--- src/rtl/core/hh4_pkg.sv ---
// hh4_pkg: shared types and constants for the HCI H4 receive deframer.
// No dependencies; imported by every module in rtl/core except hh4_in_reg.
package hh4_pkg;

	// Default for the largest total packet length (header plus payload).
	localparam int unsigned MaxPacketBytes = 254;

	// Packet length register width: a 16-bit ACL length plus a 4-byte header.
	localparam int unsigned LEN_W = 17;

	localparam logic [7:0] IND_ACL  = 8'd2;
	localparam logic [7:0] IND_EVT  = 8'd4;
	localparam logic [7:0] LOW_MASK = 8'd255;

	localparam logic [LEN_W-1:0] EVT_HDR     = LEN_W'(2);
	localparam logic [LEN_W-1:0] ACL_HDR     = LEN_W'(4);
	// ACL header byte that carries the low length byte
	localparam logic [LEN_W-1:0] ACL_LEN_LO  = LEN_W'(3);

	typedef enum logic [1:0] {
		PH_IDLE = 2'd0,
		PH_EVT  = 2'd1,
		PH_ACL  = 2'd2
	} hh4_phase_t;

	typedef enum logic [1:0] {
		KIND_IND = 2'd0,
		KIND_EVT = 2'd1,
		KIND_ACL = 2'd2
	} hh4_kind_t;

	typedef enum logic [1:0] {
		ST_OK       = 2'd0,
		ST_UNSUP    = 2'd1,
		ST_OVERSIZE = 2'd2
	} hh4_status_t;

	typedef struct packed {
		logic [7:0]  data_byte;
		hh4_kind_t   byte_kind;
		logic [7:0]  byte_position;
		logic        packet_last;
		hh4_status_t rx_status;
	} hh4_result_t;

endpackage

--- src/rtl/core/hci_h4_uart_receive_deframer.sv ---
// Channel   Dir  tdata                          tuser                    tlast
// s_*       in   [7:0] rx_byte                  -                        -
// m_*       out  [7:0] data_byte, [15:8] pos    [1:0] kind, [3:2] status packet_last
//
// One result request leaves for every byte request taken; one byte per cycle sustained while m_tready stays high.
// Each byte passes two register stages: input register, then tagging logic into the result register.
// The phase/count/length registers update only when a byte moves into the result register.
// Reset (arst_n low) empties both stages and returns the framer to idle.
// A stall on m_tready holds the result and the byte behind it, then backs up s_tready.
//
// Top level of the HCI H4 receive deframer; depends on hh4_pkg, hh4_in_reg,
// hh4_framer and hh4_out_reg.
module hci_h4_uart_receive_deframer #(
	parameter int unsigned MAX_PACKET_BYTES = hh4_pkg::MaxPacketBytes
) (
	input  logic        clk,
	input  logic        arst_n,
	input  logic        s_tvalid,
	output logic        s_tready,
	input  logic [7:0]  s_tdata,   // [7:0] rx_byte
	output logic        m_tvalid,
	input  logic        m_tready,
	output logic [15:0] m_tdata,   // [7:0] data_byte, [15:8] byte_position
	output logic [3:0]  m_tuser,   // [1:0] byte_kind, [3:2] rx_status
	output logic        m_tlast    // packet_last
);
	import hh4_pkg::*;

	// Byte counter never exceeds the largest accepted packet length.
	localparam int unsigned CNT_W = $clog2(MAX_PACKET_BYTES + 1);

	logic        valid_s1, take, advance;
	logic [7:0]  byte_s1;
	hh4_result_t result;

	// A byte advances when it is held and the result register can accept it.
	assign advance = valid_s1 && take;

	hh4_in_reg u_in (
		.clk      (clk),
		.arst_n   (arst_n),
		.s_tvalid (s_tvalid),
		.s_tready (s_tready),
		.s_tdata  (s_tdata),
		.advance  (advance),
		.valid_s1 (valid_s1),
		.byte_s1  (byte_s1)
	);

	// Framing state lives here; decode is a short compare/add path.
	hh4_framer #(
		.MAX_PACKET_BYTES (MAX_PACKET_BYTES),
		.CNT_W            (CNT_W)
	) u_framer (
		.clk     (clk),
		.arst_n  (arst_n),
		.advance (advance),
		.rx_byte (byte_s1),
		.result  (result)
	);

	hh4_out_reg u_out (
		.clk      (clk),
		.arst_n   (arst_n),
		.valid_in (valid_s1),
		.result   (result),
		.take     (take),
		.m_tvalid (m_tvalid),
		.m_tready (m_tready),
		.m_tdata  (m_tdata),
		.m_tuser  (m_tuser),
		.m_tlast  (m_tlast)
	);

endmodule

--- src/rtl/core/hh4_in_reg.sv ---
// hh4_in_reg: input register stage for received UART bytes.
// Depends on nothing but the clock and reset.
module hh4_in_reg (
	input  logic       clk,
	input  logic       arst_n,
	input  logic       s_tvalid,
	output logic       s_tready,
	input  logic [7:0] s_tdata,
	input  logic       advance,
	output logic       valid_s1,
	output logic [7:0] byte_s1
);
	// Refill in the same cycle the held byte moves on.
	assign s_tready = !valid_s1 || advance;

	always_ff @(posedge clk or negedge arst_n) begin
		if (!arst_n) begin
			valid_s1 <= 1'b0;
		end else if (s_tready) begin
			valid_s1 <= s_tvalid;
		end
	end

	always_ff @(posedge clk) begin
		if (s_tready && s_tvalid) begin
			byte_s1 <= s_tdata;
		end
	end

endmodule

--- src/rtl/core/hh4_framer.sv ---
// hh4_framer: H4 packet phase tracking and per-byte tagging.
// Depends on hh4_pkg.
module hh4_framer #(
	parameter int unsigned MAX_PACKET_BYTES = hh4_pkg::MaxPacketBytes,
	parameter int unsigned CNT_W            = $clog2(MAX_PACKET_BYTES + 1)
) (
	input  logic                clk,
	input  logic                arst_n,
	input  logic                advance,
	input  logic [7:0]          rx_byte,
	output hh4_pkg::hh4_result_t result
);
	import hh4_pkg::*;

	localparam logic [LEN_W-1:0] MaxLen = LEN_W'(MAX_PACKET_BYTES);

	hh4_phase_t        phase_q, phase_d;
	logic [CNT_W-1:0]  count_q, count_d, cnt_inc;
	logic [LEN_W-1:0]  length_q, length_d, len_new;
	logic [LEN_W-1:0]  cnt_ext, cnt_old_ext, hdr_len;
	logic              is_evt, is_acl, hdr_end, oversize, complete;

	assign is_evt      = (phase_q == PH_EVT);
	assign is_acl      = (phase_q == PH_ACL);
	assign cnt_inc     = count_q + 1'b1;
	assign cnt_ext     = LEN_W'(cnt_inc);
	assign cnt_old_ext = LEN_W'(count_q);
	assign hdr_len     = is_evt ? EVT_HDR : ACL_HDR;

	// Length capture from the header bytes
	always_comb begin
		len_new = length_q;
		if (is_evt && cnt_ext == EVT_HDR) begin
			len_new = LEN_W'(rx_byte) + EVT_HDR;
		end else if (is_acl && cnt_ext == ACL_LEN_LO) begin
			len_new = LEN_W'(rx_byte);
		end else if (is_acl && cnt_ext == ACL_HDR) begin
			len_new = {1'b0, rx_byte, length_q[7:0] & LOW_MASK} + ACL_HDR;
		end
	end

	assign hdr_end  = (cnt_ext == hdr_len);
	assign oversize = hdr_end && (len_new > MaxLen);
	assign complete = (cnt_ext >= hdr_len) && (cnt_ext == len_new);

	// Next state
	always_comb begin
		phase_d  = PH_IDLE;
		count_d  = count_q;
		length_d = length_q;
		unique case (phase_q)
			PH_EVT, PH_ACL: begin
				count_d  = cnt_inc;
				length_d = len_new;
				phase_d  = (oversize || complete) ? PH_IDLE : phase_q;
			end
			default: begin
				if (rx_byte == IND_EVT || rx_byte == IND_ACL) begin
					phase_d  = (rx_byte == IND_EVT) ? PH_EVT : PH_ACL;
					count_d  = '0;
					length_d = '0;
				end
			end
		endcase
	end

	// Result tagging
	always_comb begin
		result.data_byte     = rx_byte;
		result.byte_kind     = KIND_IND;
		result.byte_position = '0;
		result.packet_last   = 1'b0;
		result.rx_status     = ST_OK;
		unique case (phase_q)
			PH_EVT, PH_ACL: begin
				result.byte_kind     = is_evt ? KIND_EVT : KIND_ACL;
				result.byte_position = cnt_old_ext[7:0];
				result.packet_last   = oversize || complete;
				result.rx_status     = oversize ? ST_OVERSIZE : ST_OK;
			end
			default: begin
				if (rx_byte != IND_EVT && rx_byte != IND_ACL) begin
					result.rx_status = ST_UNSUP;
				end
			end
		endcase
	end

	always_ff @(posedge clk or negedge arst_n) begin
		if (!arst_n) begin
			phase_q  <= PH_IDLE;
			count_q  <= '0;
			length_q <= '0;
		end else if (advance) begin
			phase_q  <= phase_d;
			count_q  <= count_d;
			length_q <= length_d;
		end
	end

endmodule

--- src/rtl/core/hh4_out_reg.sv ---
// hh4_out_reg: result register driving the master-side stream.
// Depends on hh4_pkg.
module hh4_out_reg (
	input  logic                 clk,
	input  logic                 arst_n,
	input  logic                 valid_in,
	input  hh4_pkg::hh4_result_t result,
	output logic                 take,
	output logic                 m_tvalid,
	input  logic                 m_tready,
	output logic [15:0]          m_tdata,
	output logic [3:0]           m_tuser,
	output logic                 m_tlast
);
	import hh4_pkg::*;

	hh4_result_t res_q;

	assign take = !m_tvalid || m_tready;

	always_ff @(posedge clk or negedge arst_n) begin
		if (!arst_n) begin
			m_tvalid <= 1'b0;
		end else if (take) begin
			m_tvalid <= valid_in;
		end
	end

	always_ff @(posedge clk) begin
		if (take && valid_in) begin
			res_q <= result;
		end
	end

	assign m_tdata = {res_q.byte_position, res_q.data_byte};
	assign m_tuser = {res_q.rx_status, res_q.byte_kind};
	assign m_tlast = res_q.packet_last;

endmodule

--- config.mk ---
export PLATFORM = sky130hd
export DESIGN_NAME = hci_h4_uart_receive_deframer
export DESIGN_NICKNAME = d
export VERILOG_FILES = /design/src/rtl/core/hh4_pkg.sv /design/src/rtl/core/hci_h4_uart_receive_deframer.sv /design/src/rtl/core/hh4_in_reg.sv /design/src/rtl/core/hh4_framer.sv /design/src/rtl/core/hh4_out_reg.sv
export SDC_FILE = /design/constraint.sdc
export NUM_CORES = 1
export LEC_CHECK = 0
export BUFFER_PORTS_ARGS = -buffer_cell sky130_fd_sc_hd__clkbuf_2
export CORE_ASPECT_RATIO = 0.75
export CORE_MARGIN = 2
export CORE_UTILIZATION = 50
export DETAILED_ROUTE_END_ITERATION = 10
export PLACE_DENSITY = 0.69
export SYNTH_ARGS = -nofsm -noshare
export SYNTH_HDL_FRONTEND = slang
export SYNTH_SLANG_ARGS = --single-unit
--- constraint.sdc ---
create_clock -name clk -period 9.3 [get_ports clk]
set_input_delay 2.79 -clock clk [delete_from_list [all_inputs] [get_ports clk]]
set_output_delay 2.79 -clock clk [all_outputs]
set_load 0.005 [all_outputs]
# Word level (Yosys, flattened, before mapping)
# Cells that the tools add are included.
# totals
wordCells,62
latch_bits,0
mem_bits_ro,0
memories,0
ff_bits,58
output_inout_bits,23
ramBits,0
in_bits,12
# op_classes
n_shift,0
n_lt_le_gt_ge,2
n_eq_ne,12
multipliers,0
n_addsub,3
reduce_logical,18
bitwise_logic,0
n_div,0
mux,16
# ops
cell,n
17-bit 2-to-1 mux,5
8-bit by 17-bit equality test with 1-bit output,2
8-bit by 2-bit equality test with 1-bit output (second input constant),3
16-bit by 3-bit adder with 17-bit output (second input constant),1
8-bit by 17-bit >= comparator with 1-bit output,1
17-bit by 8-bit > comparator with 1-bit output (second input constant),1
8-bit by 3-bit equality test with 1-bit output (second input constant),2
8-bit 2-to-1 mux,2
2-bit 2-to-1 mux,7
8-bit by 2-bit adder with 9-bit output (second input constant),1
8-bit by 1-bit adder with 8-bit output (second input constant),1
1-bit logical AND,8
8-bit by 2-bit != test with 1-bit output (second input constant),1
8-bit by 3-bit != test with 1-bit output (second input constant),1
1-bit logical OR,4
2-bit AND reduction,2
3-bit 2-to-1 mux,1
2-bit by 1-bit equality test with 1-bit output (second input constant),1
2-bit equality test (second input constant),1
1-bit logical NOT,2
2-bit by 1-bit != test with 1-bit output (second input constant),1
2-bit nonzero test,1
2-bit OR reduction,1
1-bit 2-to-1 mux,1

# Logic depth before layout (Yosys ltp)
# depth
ltp_word,11
depth_mapped,13

# Modules after synthesis
# Synthesis repeated with hierarchy kept, for this count alone.
# unflattened
hier_cells,362
hier_area_um2,3523.4
# by_module_without_submodules
mod,instances,area_each_um2,cells_per_inst,seq_area_each_um2
hh4_framer,1,2538.7,324,675.6
hh4_out_reg,1,684.4,25,655.6
hh4_in_reg,1,294.0,12,265.3
hci_h4_uart_receive_deframer,1,6.3,1,0.0

# Least setup slack after synthesis
# No wires, ideal clock.
# synth_timing
path_type,input to output
from,input port m_tready
to,output port s_tready
required_ps,6510
cell_stages,1
arrival_time_ps,2964
path_buffers,0
setup_slack_ps,3546
path_cell_list,nand3b_1
# synth_between
elab_chain_cells,3
# synth_rtl
element,line,text
from (decl),hci_h4_uart_receive_deframer.sv:22,"input logic m_tready,"
1-bit logical OR,hh4_out_reg.sv:19,assign take = !m_tvalid || m_tready;
1-bit logical AND,hci_h4_uart_receive_deframer.sv:37,assign advance = valid_s1 && take;
1-bit logical OR,hh4_in_reg.sv:14,assign s_tready = !valid_s1 || advance;
to (decl),hci_h4_uart_receive_deframer.sv:19,"output logic s_tready,"
# No other way between the ends.

# Final worst setup path
# Same ends and word-level chain as after synthesis.

==> results.cfg <==
[setup_path]
crit_start = m_tready
critical_path.endpoint_type = output port
reg2reg_slack_ns = 5.04
worstSetupPathType = in2out
r2r-end = u_framer.phase_q[0]
cp_max_fo = 3
endpoint = s_tready
reg2reg_from = u_framer.count_q[0]
crit_path_start_kind = input pin
worst_ep_arrival_time_ns = 3.19
r2r_cells = 10
required_ns = 6.51

[clocking]
h-tree-depth = 3
cts_resized = 0
cts-buffers-inserted = 9
clock-sinks = 58
cts_setup_buffers = 0
ctsHoldBuffers = 0
clk_pin_slew_worst_paths_ns = 0.06
clk_latency_ns = 0.35
clockRootBuffer = clkbuf_8
clk_path_buf_depth = 2
cts_tree = done

[timing]
finalCriticalPeriod_ns = 5.98
fin_crit_sh_pct = 64.4
hold_viol = 0
grt_setup_unrepaired = false
skew_ns = 0.0101
final_max_slew_viol_count = 0
fmax_mhz = 167
finalSetupViolCount = 0
worstMarginPinSlew_ns = 0.984
relSlewSlack_pct = 34.3
tns_ns = 0

[drt]
wirelength_um = 8790
drt_iter0_markers = 408
antenna_left = 0
vias_per_cell = 6.29
wl_per_cell_um = 18.4
vias = 3000
drc_errors = 0
drt_first_pass_iters = 5

[placed_design]
hpwl_um = 6290
numPortBuffers = 34
place_inst = 461
gp_congestion = 0.942

[synthesis]
synth-async-reset-ratio_pct = 50.0
synth-xor-area-share_pct = 6.36
synth-compound-area-share_pct = 18.6
synthMuxAreaShare_pct = 0.940
synth_warnings = 0
avgSynthCellArea_um2 = 9.56
syn_area_mm2 = 0.00346
synth_top_family_by_area = simple AND/OR/NAND/NOR gates
ys_types = 59
ys_ff_latch = 58
yosys_most_used_dff = edfxtp_1
yosysSeqAreaShare_pct = 46.1
syn_nets = 384
syn_inst = 362
synth-edff-count = 29
synth_fa_ha_area_share_pct = 3.61
yosys.area_share.simple_pct = 20.6

[floorplanning]
die_w_um = 100
core.rowCount = 26
core_area_mm2 = 0.00677
dieHeight_um = 76.1
start_util_pct = 51.2
io_pins = 35
dieArea_mm2 = 0.00761

[pwr]
p_switching_mw = 0.468
p_int_mw = 0.620
finalPower_mw = 1.09
p_clk_share_pct = 20.5
p_seq_share_pct = 36.0
p_leak_nw = 1.53
p_comb_share_pct = 43.5
p_sw_share_pct = 43.0
cellPowerDensity_mw_per_mm2 = 283
ir_worst_vdd_mv = 0.109

[global_routing]
grt_usage_pct = 24.3
grt-ovfl-total = 0
grt_pass1_wl_um = 14200
grt_antenna_before_repair = 0
grt_max_degree = 30
grt_pass1_vias = 2670

[final_layout]
diodes = 0
fillers = 607
mostFrequentLayoutCell = nand2_1
fin_cells = 477
final_cell_mix = nand2_1 (40), clkbuf_2 (34), o21ai_0 (31), nor2_1 (30)
area.growth.synth_to_final_pct = 11.0
layout-drive-gt1-share_pct = 14.2
fin_nets = 410

[min_path]
hp-class = reg2reg

[run]
drv_cap = 0

[status]
status = complete, no violations
## power groups by stage
stage	logic, mW	clock network (mW)	registers (mW)
2_1_floorplan	0.362	0	0.363
3_3_place_gp	0.455	0	0.392
3_5_place_dp	0.465	0	0.394
4_1_cts	0.468	0.225	0.389
5_1_grt	0.529	0.239	0.398
6_report	0.473	0.223	0.392
## cell type report
cell class,instances,area (um2),area share (%)
sequential,58,1600,41.5
clock buffer,9,124,3.22
inverter,11,41.3,1.07
tap,84,105,2.74
timing repair buffer,35,178,4.62
multi-input combinational,273,1740,45.2
clock inverter,7,60.1,1.56
## kinds of logic after synthesis
group,Yosys count
simple gates,143
fa+ha+maj,10
xor+xnor,23
mux,3
flops,58
compound gates,94
buf+inv,31
## registers in the layout (all words and copies together), names as in the netlist
| register | cells |
|---|---|
| u_framer.count_q | 8 |
| u_framer.length_q | 17 |
| u_framer.phase_q | 2 |
| u_in.byte_s1 | 8 |
| u_in.valid_s1 | 1 |
| u_out.m_tdata | 16 |
| u_out.m_tlast | 1 |
| u_out.m_tuser | 4 |
| u_out.m_tvalid | 1 |
## synthesized netlist by cell type, types with 2 or more instances
| library cell | count | area (um2) |
|---|---|---|
| a32o_1 | 2 | 20.0 |
| o21ai_0 | 31 | 155 |
| nor2_1 | 30 | 113 |
| a32oi_1 | 3 | 26.3 |
| and3_1 | 8 | 50.1 |
| a2bb2oi_1 | 3 | 26.3 |
| o21ai_1 | 2 | 10.0 |
| ha_1 | 10 | 125 |
| clkbuf_1 | 13 | 48.8 |
| and4_1 | 2 | 17.5 |
| o211ai_1 | 3 | 22.5 |
| nor2b_1 | 6 | 37.5 |
| nand4_1 | 12 | 75.1 |
| buf_2 | 5 | 25.0 |
| nand3_1 | 15 | 75.1 |
| o31ai_1 | 4 | 30.0 |
| xor2_1 | 6 | 52.6 |
| nand3b_1 | 2 | 15.0 |
| o22ai_1 | 3 | 18.8 |
| or3_1 | 6 | 37.5 |
| a21oi_1 | 9 | 45.0 |
| nand2b_1 | 7 | 43.8 |
| dfrtp_1 | 29 | 726 |
| a31oi_1 | 6 | 37.5 |
| and2_1 | 3 | 18.8 |
| edfxtp_1 | 29 | 871 |
| a22o_1 | 4 | 35.0 |
| inv_1 | 8 | 30.0 |
| o2111ai_1 | 4 | 35.0 |
| o32ai_1 | 2 | 17.5 |
| nor4_1 | 5 | 31.3 |
| nor3_1 | 3 | 15.0 |
| xnor2_1 | 16 | 140 |
| a311o_1 | 2 | 20.0 |
| a21o_1 | 2 | 15.0 |
| o31a_1 | 2 | 17.5 |
| nand2_1 | 40 | 150 |
| nor3b_1 | 2 | 15.0 |
| mux2_2 | 2 | 22.5 |
| inv_2 | 2 | 7.51 |
## worst min path at each step
stage                           from                    end  slack (ns)  depth (start not counted)
5_1_grt         u_framer.length_q[1]   u_framer.length_q[1]        0.52                          2
3_5_place_dp    u_framer.length_q[1]   u_framer.length_q[1]        0.48                          2
2_1_floorplan        u_in.byte_s1[3]       u_out.m_tdata[3]        0.42                          0
3_3_place_gp   u_framer.length_q[15]  u_framer.length_q[15]        0.48                          2
6_report        u_framer.length_q[1]   u_framer.length_q[1]        0.48                          2
4_1_cts         u_framer.length_q[1]   u_framer.length_q[1]        0.49                          2
## routing by layer
metal  GRT usage [%]  up-vias  routed length (um)
met2            32.7      130                3690
met5               0        -                   0
met3            5.87       12                 703
met1            38.2     1452                4260
li1                -     1406                   -
met4            7.40        0                 127
## worst max-delay path: stages
cell      delay [ns]
clkbuf_2        0.08
nand3b_1        0.19
clkbuf_2        0.14
## per-stage QoR
stage | cell area (um2) | hold slack (ns) | worst slack, ns | utilization (%)
6_report | 3840 | 0.484 | 3.32 | 56.8
5_1_grt | 3840 | 0.522 | 3.30 | 56.8
4_1_cts | 3840 | 0.491 | 3.32 | 56.8
3_5_place_dp | 3660 | 0.476 | 3.33 | 54.1
3_3_place_gp | 3660 | 0.476 | 3.33 | 54.1
2_1_floorplan | 3460 | 0.421 | 3.55 | -
Power figures use the tool's default switching activity.
